$ cat src/rtl/core/swms_pkg.sv
// swms_pkg: shared constants and types for the sliding window midpoint slicer
// no dependencies; used by the channel interfaces, the window cell and the top level

package swms_pkg;

   // window store geometry
   localparam int MAX_WINDOW = 64;
   localparam int IDX_W      = $clog2(MAX_WINDOW);

   // field widths
   localparam int DATA_W = 8;
   localparam int CFG_W  = 7;

   // reset values
   localparam logic [DATA_W-1:0] SEED_VALUE = 8'd128;
   localparam logic [CFG_W-1:0]  WIN_RESET  = 7'd64;

   // scan start values for the running extremes
   localparam logic [DATA_W-1:0] LO_START = 8'hFF;
   localparam logic [DATA_W-1:0] HI_START = 8'h00;

   // running min / max handed from cell to cell during a scan
   typedef struct packed {
      logic              tok;
      logic [DATA_W-1:0] lo;
      logic [DATA_W-1:0] hi;
   } scan_type;

endpackage

$ cat src/rtl/core/swms_req_if.sv
// swms_req_if: sample channel (valid / ready with one 8-bit sample)
// depends on swms_pkg

interface swms_req_if import swms_pkg::*; ();
   logic              valid;
   logic              ready;
   logic [DATA_W-1:0] sample;

   modport source (output valid, output sample, input ready);
   modport sink   (input valid, input sample, output ready);
endinterface

$ cat src/rtl/core/swms_rsp_if.sv
// swms_rsp_if: result channel (valid / ready with one level bit)
// depends on swms_pkg for the house conventions only

interface swms_rsp_if import swms_pkg::*; ();
   logic valid;
   logic ready;
   logic level;

   modport source (output valid, output level, input ready);
   modport sink   (input valid, input level, output ready);
endinterface

$ cat src/rtl/core/swms_cell.sv
// swms_cell: one slot of the window shift chain plus one stage of the min / max scan
// depends on swms_pkg

module swms_cell import swms_pkg::*; (
   input  logic              clock,
   input  logic              reset,
   input  logic              shift_en,
   input  logic              in_window,
   input  logic [DATA_W-1:0] data_in,
   output logic [DATA_W-1:0] data_out,
   input  scan_type          scan_in,
   output scan_type          scan_out
);

   logic [DATA_W-1:0] slot_ff, slot_in;
   logic              tok_ff, tok_in;
   logic [DATA_W-1:0] lo_ff, lo_in;
   logic [DATA_W-1:0] hi_ff, hi_in;

   // window slot: shifts one place on every sample transfer
   assign slot_in = shift_en ? data_in : slot_ff;

   always_ff @(posedge clock) begin
      if (reset) begin
         slot_ff <= SEED_VALUE;
      end else begin
         slot_ff <= slot_in;
      end
   end

   // fold this slot into the passing extremes when it lies inside the window
   always_comb begin
      tok_in = scan_in.tok;
      lo_in  = scan_in.lo;
      hi_in  = scan_in.hi;
      if (in_window) begin
         if (slot_ff < scan_in.lo) begin
            lo_in = slot_ff;
         end
         if (slot_ff > scan_in.hi) begin
            hi_in = slot_ff;
         end
      end
   end

   always_ff @(posedge clock) begin
      if (reset) begin
         tok_ff <= 1'b0;
      end else begin
         tok_ff <= tok_in;
      end
   end

   // extremes travel with the token and need no reset
   always_ff @(posedge clock) begin
      lo_ff <= lo_in;
      hi_ff <= hi_in;
   end

   assign data_out = slot_ff;
   assign scan_out = '{tok: tok_ff, lo: lo_ff, hi: hi_ff};

endmodule

$ cat src/rtl/core/sliding_window_midpoint_slicer.sv
// Sliding window midpoint slicer. Each sample transfer on req_bus shifts the sample into a
// chain of 64 window cells (all seeded with 128 at reset), then a scan token walks the chain
// one cell per cycle gathering the minimum and maximum of the newest window_size cells;
// level is 1 when the sample is strictly above min + floor((max - min) / 2). One item is
// handled at a time: the next transfer waits for the start register, the 64-cell scan and the
// result holding stage, and for the output register to be free when rsp_bus is stalled.
// A new sample is taken while an earlier result still waits in the output register.
// window_size is written through csr_we / csr_wdata (0 acts as 1, above 64 acts as 64)
// and should only be written while no sample is in flight.

module sliding_window_midpoint_slicer import swms_pkg::*; (
   input  logic             clock,
   input  logic             reset,
   input  logic             csr_we,
   input  logic [CFG_W-1:0] csr_wdata,
   swms_req_if.sink         req_bus,
   swms_rsp_if.source       rsp_bus
);

   logic [CFG_W-1:0]  win_ff, win_in;
   logic [IDX_W-1:0]  last_idx;
   logic              busy_ff, busy_in;
   logic              start_ff, start_in;
   logic              pend_ff, pend_in;
   logic              lvl_ff, lvl_in;
   logic              rsp_valid_ff, rsp_valid_in;
   logic              rsp_level_ff, rsp_level_in;
   logic              req_xfer;
   logic              rsp_free;
   logic              move;
   logic [DATA_W-1:0] thr;
   logic [DATA_W-1:0] data [MAX_WINDOW];
   scan_type          scan [MAX_WINDOW+1];
   logic [MAX_WINDOW-1:0] tok_vec;

   // window size register
   assign win_in = csr_we ? csr_wdata : win_ff;

   always_ff @(posedge clock) begin
      if (reset) begin
         win_ff <= WIN_RESET;
      end else begin
         win_ff <= win_in;
      end
   end

   // index of the oldest cell inside the window, with clamping
   always_comb begin
      priority if (win_ff == '0) begin
         last_idx = '0;
      end else if (win_ff > CFG_W'(MAX_WINDOW)) begin
         last_idx = IDX_W'(MAX_WINDOW - 1);
      end else begin
         last_idx = IDX_W'(win_ff - 1'b1);
      end
   end

   // handshake
   assign req_xfer      = req_bus.valid && req_bus.ready;
   assign req_bus.ready = !busy_ff;
   assign rsp_free      = !rsp_valid_ff || rsp_bus.ready;
   assign move          = pend_ff && rsp_free;

   // scan enters the chain the cycle after a transfer
   assign start_in = req_xfer;
   assign scan[0]  = '{tok: start_ff, lo: LO_START, hi: HI_START};

   // chain of window cells
   for (genvar k = 0; k < MAX_WINDOW; k++) begin : g_cell
      logic [DATA_W-1:0] cell_din;
      logic              cell_in_window;

      if (k == 0) begin : g_head
         assign cell_din = req_bus.sample;
      end else begin : g_body
         assign cell_din = data[k-1];
      end

      assign cell_in_window = (IDX_W'(k) <= last_idx);
      assign tok_vec[k]     = scan[k+1].tok;

      swms_cell u_cell (
         .clock     (clock),
         .reset     (reset),
         .shift_en  (req_xfer),
         .in_window (cell_in_window),
         .data_in   (cell_din),
         .data_out  (data[k]),
         .scan_in   (scan[k]),
         .scan_out  (scan[k+1])
      );
   end

   // slice the current sample against the window midpoint
   assign thr = scan[MAX_WINDOW].lo + ((scan[MAX_WINDOW].hi - scan[MAX_WINDOW].lo) >> 1);

   // result holding stage and busy tracking
   always_comb begin
      busy_in = busy_ff;
      pend_in = pend_ff;
      lvl_in  = lvl_ff;
      if (scan[MAX_WINDOW].tok) begin
         pend_in = 1'b1;
         lvl_in  = (data[0] > thr);
      end else if (move) begin
         pend_in = 1'b0;
      end
      priority if (req_xfer) begin
         busy_in = 1'b1;
      end else if (move) begin
         busy_in = 1'b0;
      end
   end

   // output register
   always_comb begin
      rsp_valid_in = rsp_valid_ff;
      rsp_level_in = rsp_level_ff;
      priority if (move) begin
         rsp_valid_in = 1'b1;
         rsp_level_in = lvl_ff;
      end else if (rsp_bus.ready) begin
         rsp_valid_in = 1'b0;
      end
   end

   always_ff @(posedge clock) begin
      if (reset) begin
         busy_ff      <= 1'b0;
         start_ff     <= 1'b0;
         pend_ff      <= 1'b0;
         rsp_valid_ff <= 1'b0;
      end else begin
         busy_ff      <= busy_in;
         start_ff     <= start_in;
         pend_ff      <= pend_in;
         rsp_valid_ff <= rsp_valid_in;
      end
   end

   always_ff @(posedge clock) begin
      lvl_ff       <= lvl_in;
      rsp_level_ff <= rsp_level_in;
   end

   assign rsp_bus.valid = rsp_valid_ff;
   assign rsp_bus.level = rsp_level_ff;

   // checks
   a_one_scan: assert property (@(posedge clock) disable iff (reset)
      $onehot0({start_ff, tok_vec}))
      else $error("more than one scan token in the chain");

   a_busy_on_xfer: assert property (@(posedge clock) disable iff (reset)
      req_xfer |=> busy_ff && start_ff)
      else $error("sample transfer did not start a scan");

   a_pend_busy: assert property (@(posedge clock) disable iff (reset)
      (pend_ff || start_ff || (tok_vec != '0)) |-> busy_ff)
      else $error("work in flight while idle");

   a_result_end: assert property (@(posedge clock) disable iff (reset)
      scan[MAX_WINDOW].tok |-> !pend_ff)
      else $error("scan finished while a result is still held");

endmodule

$ cat src/flat_wrapper.sv
// flat-port wrapper written by rule: the top's interface ports become plain ports
module sliding_window_midpoint_slicer_flat import swms_pkg::*;
  (clock, reset, csr_we, csr_wdata, req_bus_valid, req_bus_sample, req_bus_ready, rsp_bus_valid, rsp_bus_level, rsp_bus_ready);
  swms_req_if req_bus_i ();
  swms_rsp_if rsp_bus_i ();
  input  logic clock;
  input  logic reset;
  input  logic csr_we;
  input  logic [CFG_W-1:0] csr_wdata;
  input wire logic [$bits(req_bus_i.valid)-1:0] req_bus_valid;
  input wire logic [$bits(req_bus_i.sample)-1:0] req_bus_sample;
  output wire logic [$bits(req_bus_i.ready)-1:0] req_bus_ready;
  output wire logic [$bits(rsp_bus_i.valid)-1:0] rsp_bus_valid;
  output wire logic [$bits(rsp_bus_i.level)-1:0] rsp_bus_level;
  input wire logic [$bits(rsp_bus_i.ready)-1:0] rsp_bus_ready;
  assign req_bus_i.valid = req_bus_valid;
  assign req_bus_i.sample = req_bus_sample;
  assign req_bus_ready = req_bus_i.ready;
  assign rsp_bus_valid = rsp_bus_i.valid;
  assign rsp_bus_level = rsp_bus_i.level;
  assign rsp_bus_i.ready = rsp_bus_ready;
  sliding_window_midpoint_slicer u_core (.clock(clock), .reset(reset), .csr_we(csr_we), .csr_wdata(csr_wdata), .req_bus(req_bus_i), .rsp_bus(rsp_bus_i));
endmodule
$ cat config.mk
export PLATFORM = sky130hd
export DESIGN_NAME = sliding_window_midpoint_slicer_flat
export DESIGN_NICKNAME = d
export VERILOG_FILES = /design/src/rtl/core/swms_pkg.sv /design/src/rtl/core/swms_req_if.sv /design/src/rtl/core/swms_rsp_if.sv /design/src/rtl/core/swms_cell.sv /design/src/rtl/core/sliding_window_midpoint_slicer.sv /design/src/flat_wrapper.sv
export SDC_FILE = /design/constraint.sdc
export NUM_CORES = 2
export LEC_CHECK = 0
export BUFFER_PORTS_ARGS = -buffer_cell sky130_fd_sc_hd__buf_2
export CORE_MARGIN = 2
export CORE_UTILIZATION = 58
export CTS_CLUSTER_SIZE = 25
export DETAILED_ROUTE_END_ITERATION = 10
export HOLD_SLACK_MARGIN = 0.05
export PLACE_DENSITY = 0.77
export SLEW_MARGIN = 10
export SYNTH_ARGS = -nofsm -noshare
export SYNTH_HDL_FRONTEND = slang
export SYNTH_SLANG_ARGS = --single-unit
$ cat constraint.sdc
create_clock -name clock -period 3.25 [get_ports clock]
set_input_delay 0.325 -clock clock [delete_from_list [all_inputs] [get_ports clock]]
set_output_delay 0.325 -clock clock [all_outputs]
set_load 0.01 [all_outputs]
======== Word level (Yosys, flattened, before mapping) ========
Index checks and enable logic that the tools add are counted.
word-level totals
  register bits ........................... 1613
  input port bits ......................... 20
  logic and storage cells ................. 730
cells by class
  $lt $le $gt $ge ......................... 194
  reductions and logical operators ........ 11
  multiplexer cells ....................... 259
  add/sub/neg operators ................... 3
operator list
  kind                   number
  $mux W8                252
  $gt A8 B8 Y1           64
  $lt A8 B8 Y1           63
  $le A6 B6 Y1 const A   32
  $le A5 B6 Y1 const A   16
  $le A4 B6 Y1 const A   8
  $le A3 B6 Y1 const A   4
  $le A1 B6 Y1 const A   2
  $le A2 B6 Y1 const A   2
  $mux W6                2
  $add A8 B7 Y8          1
  $gt A8 B1 Y1 const B   1
  $lt A8 B8 Y1 const B   1
  $sub A8 B8 Y8          1
  $gt A7 B7 Y1 const B   1
  $logic_not A7 Y1       1
  $reduce_bool A2 Y1     3
  $sub A6 B1 Y6 const B  1
  $mux W1                5
  $reduce_and A2 Y1      2
  $logic_and A1 B1 Y1    2
  $logic_not A1 Y1       2
  $logic_or A1 B1 Y1     1

======== Longest topological paths before layout ========
  depth after elaboration ................. 5
  mapped depth ............................ 17
  depth with buffers taken out ............ 17

======== Cells and area by module ========
From an unflattened synthesis, not the netlist that was laid out.
second synthesis, totals
  cell total of the unflattened synthesis .. 7498
  area total of the unflattened synthesis .. 80050.5 um2
by module, submodules not included
  module                          area each (um2)  times used  cells an instance  sequential area each (um2)
  swms_cell                       1214.9           64          112                500.5
  sliding_window_midpoint_slicer  2296.0           1           330                280.3

======== Worst setup path before layout ========
No wires, ideal clock.
  kind .................................... register to register
  from .................................... reg u_core.g_cell[63].u_cell.lo_ff[1]
  to ...................................... reg u_core.lvl_ff (data pin)
  library setup time ...................... 259 ps
  arrival ................................. 3080 ps
  stages on the path, launching flop included .. 17
  setup slack ............................. -89 ps
  cell sequence ........................... dfxtp_1 inv_1 ha_1 a21o_1 a21o_1 a211oi_1 o21bai_1 a21oi_1 xnor2_1 ha_1 or3_1 o21ai_0 a21oi_1 xnor2_1 ha_1 nand3_1 o31a_1
between the ends
  longest elaborated chain between the ends .. 3
RTL lines
  item                    RTL line                               RTL
  start, declared         swms_cell.sv:17                        logic [DATA_W-1:0] lo_ff, lo_in;
  start signal, assigned  swms_cell.sv:56                        lo_ff <= lo_in;
  $sub A8 B8 Y8           sliding_window_midpoint_slicer.sv:95   assign thr = scan[MAX_WINDOW].lo + ((scan[MAX_WINDOW].hi - scan[MAX_WINDOW].lo) >> 1);
  $add A8 B7 Y8 (*)       sliding_window_midpoint_slicer.sv:95
  $gt A8 B8 Y1 (*)        sliding_window_midpoint_slicer.sv:104  lvl_in = (data[0] > thr);
  end signal, assigned    sliding_window_midpoint_slicer.sv:142  lvl_ff <= lvl_in;
  end, declared           sliding_window_midpoint_slicer.sv:25   logic lvl_ff, lvl_in;
Mark *: on every way between the ends. The rest lies on a longest branch, timed or not.
A chain may end at the register's enable or synchronous reset.

======== Worst setup path in the final report ========
Same ends and word-level chain as after synthesis.

==> impl_results.md <==
* YS warnings at 0
* Max_slew headroom at 34.2%
* Inserted Clock Buffers at 165
* Minimum clock period at 3.33 ns
* Worst Hold Class: primary input to register
* Clk_lat worst skew at 0.81 ns
* EDFF count, synth at 2
* Initial antenna violation count at 1
* Reg area at 0.0323 mm²
* Crit path launch: u_core.g_cell[63].u_cell.lo_ff[1]
* Post-synthesis mux area share at 14.7%
* Leakage dissipation at 36.5 nW
* Final wirelength at 179 mm
* Sequential element share of the synthesized area at 41.6%
* Max Freq at 300 MHz
* Pwr/cell area at 595 mW/mm²
* FF-to-FF Start: u_core.g_cell[63].u_cell.lo_ff[1]
* P&R area growth vs syn at 11.4%
* WL/cell at 17.7 µm
* Port bufs at 22
* Total negative slack at -0.0821 ns
* Full die area at 0.137 mm²
* Fill cell count at 10300
* DRT antenna net count at 0
* Largest family of logic cells by synthesized area: adder cells
* Synth top area share at 41.5%
* Worst setup slack after layout at -0.0821 ns
* Largest net degree at the start of global routing at 171
* Total of max-cap violations at 0
* Worst Setup EP: u_core.lvl_ff
* CP Data Required Time at 3.80 ns
* Core Box Area at 0.133 mm²
* Height of the die at 370 µm
* Post-synthesis net count at 9117
* Rows at 134
* CP Max Fanout at 3
* Cell count after synthesis at 8127
* Final worst-path cycle share at 103%
* CTS tree: done
* Clock Path Buffers at 3
* Synth Register Bits at 1613
* R2r endpoint: u_core.lvl_ff
* Dpl hpwl at 125 mm
* Reg clk slew, reported paths at 0.06 ns
* Worst reg2reg setup slack at -0.08 ns
* Gpl congestion at 0.894
* Top cells by area, synth: dfxtp_1 42%, ha_1 16%, mux2_2 14%
* Critical path launch point type: register
* Multi-input combinational cell area at 0.0407 mm²
* Data arrival time of the worst path at 3.89 ns
* CTS root buf: clkbuf_16
* Final hold violation count at 0
* Total power at 51.5 mW
* Clk_skew at 0.0261 ns
* Routed vias at 56800
* Status: complete, but fails checks
* Asr flop ratio synth at 0%
* Crit path kind: register to register
* Worst vdd ir at 0.576 mV
* Final core occ at 64.9%
* DR iter-0 viols at 3055
* Ys flop type: dfxtp_1
* Die X at 370 µm
* Fin cells at 10200
* Nets at 9251
* Synth Area in XOR/XNOR at 0.192%
* RSZ-0062 raised after global routing: true
* Number of global-route vias before repair at 58100
* Share of layout cells above drive strength 1 at 18.8%
* Initial Util at 58.3%
* Clock sinks at 1613
* DR pass1 iterations at 5
* Synth Area in Simple Gates at 11.2%
* Slew Viols, Final at 0
* Yosys cell types at 87
* Routed vias/inst at 5.59
* Adder-Cell Fraction of Synth Area at 15.7%
* H-tree depth at 4
* Post-Syn Area at 0.0777 mm²
* GRT overflow at 0
* Crit. End Element: register
* Final setup violation count at 1
* Synth Area in Compound Gates at 10.6%
* Reg2Reg Depth at 17
* Avg Inst Size Synth at 9.56 µm²
* Inst Count DP at 9831
* Largest area contributor in the netlist: dfxtp_1
* Tightest Pin Transition at 0.988 ns
* Ports at 23
* Failing checks: setup timing
* First-pass GRT wire length at 294 mm
* All-Layer GR Usage at 26.0%
* Post-Place Worst Slack at -0.213 ns
* Drt drc at 0
## area by class of cell
class                   count  area share, %
diodes                      1        0.00289
clock buffers             254           5.75
clock inverters            44          0.582
inverters                 999           4.34
multi-input cells        5252           47.1
flip-flops and latches   1613           37.3
well taps                1768           2.56
repair buffers            230           2.38
## cells by family (layout without fill, tap and decap cells)
family	count (synthesis)	count (layout)
multiplexers	1008	1008
adder cells (fa/ha/maj)	971	971
XOR/XNOR	17	17
flip-flops	1613	1613
AND/OR/NAND/NOR	1882	1882
other	0	1
AO/OA/AOI/OAI	1374	1374
buffers and inverters	1262	1527
## per-stage QoR
step                      cell area, µm²  hold slack [ns]
final                              86600            0.324
after global routing               86600            0.327
after CTS                          86500            0.261
after detailed placement           80700            0.393
after global placement             80700            0.399
after floorplan                    77700            0.400
## worst min path at each step
stage | from | to | slack, ns | cells past startpoint
2_1_floorplan | u_core.lvl_ff | u_core.rsp_bus.level | 0.40 | 0
3_3_place_gp | u_core.g_cell[0].u_cell.data_out[5] | u_core.g_cell[0].u_cell.lo_ff[5] | 0.40 | 0
3_5_place_dp | u_core.g_cell[0].u_cell.data_out[5] | u_core.g_cell[0].u_cell.lo_ff[5] | 0.39 | 0
4_1_cts | req_bus_sample[4] | u_core.g_cell[0].u_cell.data_out[4] | 0.26 | 4
5_1_grt | req_bus_sample[6] | u_core.g_cell[0].u_cell.data_out[6] | 0.33 | 4
6_report | req_bus_sample[2] | u_core.g_cell[0].u_cell.data_out[2] | 0.32 | 4
## what timing repair did
item,4_1_cts,5_1_grt
hold endpoints to repair,50,0
pin swaps,18,4
hold buffers,25,0
cloned,0,0
resized for setup,15,17
buffers inserted,2,4
setup endpoints to repair,17,135
## worst max-delay path: stages, from the launching register on
cell,delay (ns)
dfxtp_2,0.35
inv_4,0.05
ha_4,0.20
a21o_1,0.17
a21o_1,0.20
a211oi_2,0.27
o21bai_1,0.09
a21oi_1,0.17
xnor2_1,0.10
ha_2,0.19
or3_1,0.30
o21ai_1,0.09
a21oi_1,0.07
xnor2_1,0.14
ha_1,0.33
a21oi_2,0.15
o21ai_1,0.08
o31a_1,0.11
## synth_stat cells, drive strengths merged (6+ instances only)
| cell | count |
|---|---|
| dfxtp | 1611 |
| and3 | 8 |
| or4 | 6 |
| ha | 968 |
| o221ai | 6 |
| nor3 | 36 |
| and2 | 6 |
| a211o | 8 |
| a211oi | 39 |
| a21oi | 768 |
| mux2i | 9 |
| a21boi | 24 |
| nand2b | 80 |
| o211ai | 39 |
| a21o | 128 |
| o2111ai | 16 |
| o211a | 6 |
| nor2 | 127 |
| nand3 | 108 |
| buf | 55 |
| a2111oi | 34 |
| clkbuf | 208 |
| nand4 | 137 |
| nor2b | 148 |
| or3 | 24 |
| mux2 | 999 |
| inv | 998 |
| xnor2 | 12 |
| o21ai | 211 |
| o21bai | 6 |
| nand2 | 1152 |
| o21a | 49 |
| o22ai | 6 |
| nor4 | 7 |
| a31oi | 11 |
| or2 | 24 |
## power by group
part	internal (mW)	switching, mW
logic	5.21	5.81
registers	20.7	0.654
clock network	11.2	7.96
## state kept, by name, summed over array words and instances (netlist names)
register and flops:
u_core.rsp_bus.valid 1, u_core.start_ff 1, u_core.g_cell.u_cell.tok_ff 64, u_core.g_cell.u_cell.data_out 512, u_core.g_cell.u_cell.hi_ff 512, u_core.win_ff 7
u_core.pend_ff 1, u_core.g_cell.u_cell.lo_ff 512, u_core.rsp_bus.level 1, u_core.busy_ff 1, u_core.lvl_ff 1
## cell usage in the layout, fill, tap and decap left out, types with 42 or more instances in the layout
master and count:
a21o_1 128, o21ai_0 201, nand2_1 1151, nor2b_1 147
nand3_1 103, dfxtp_1 1608, nand2b_1 79, a21oi_1 762
nor2_1 121, inv_1 996, clkbuf_16 169, nand4_1 137
ha_1 966, buf_4 157, mux2_2 982, o21a_1 49
clkbuf_1 42, clkbuf_8 43
## layer usage
layer	part of all wire, %	up-vias	track usage (%)	wire [µm]
met5	0	-	0	0
met4	3.2	0	9.52	5740
met3	4.2	399	3.57	7450
met2	48	1099	45.2	86900
met1	44	27300	32.6	79400
li1	-	28000	-	-
Note: power is estimated with default switching activity, not from simulation.
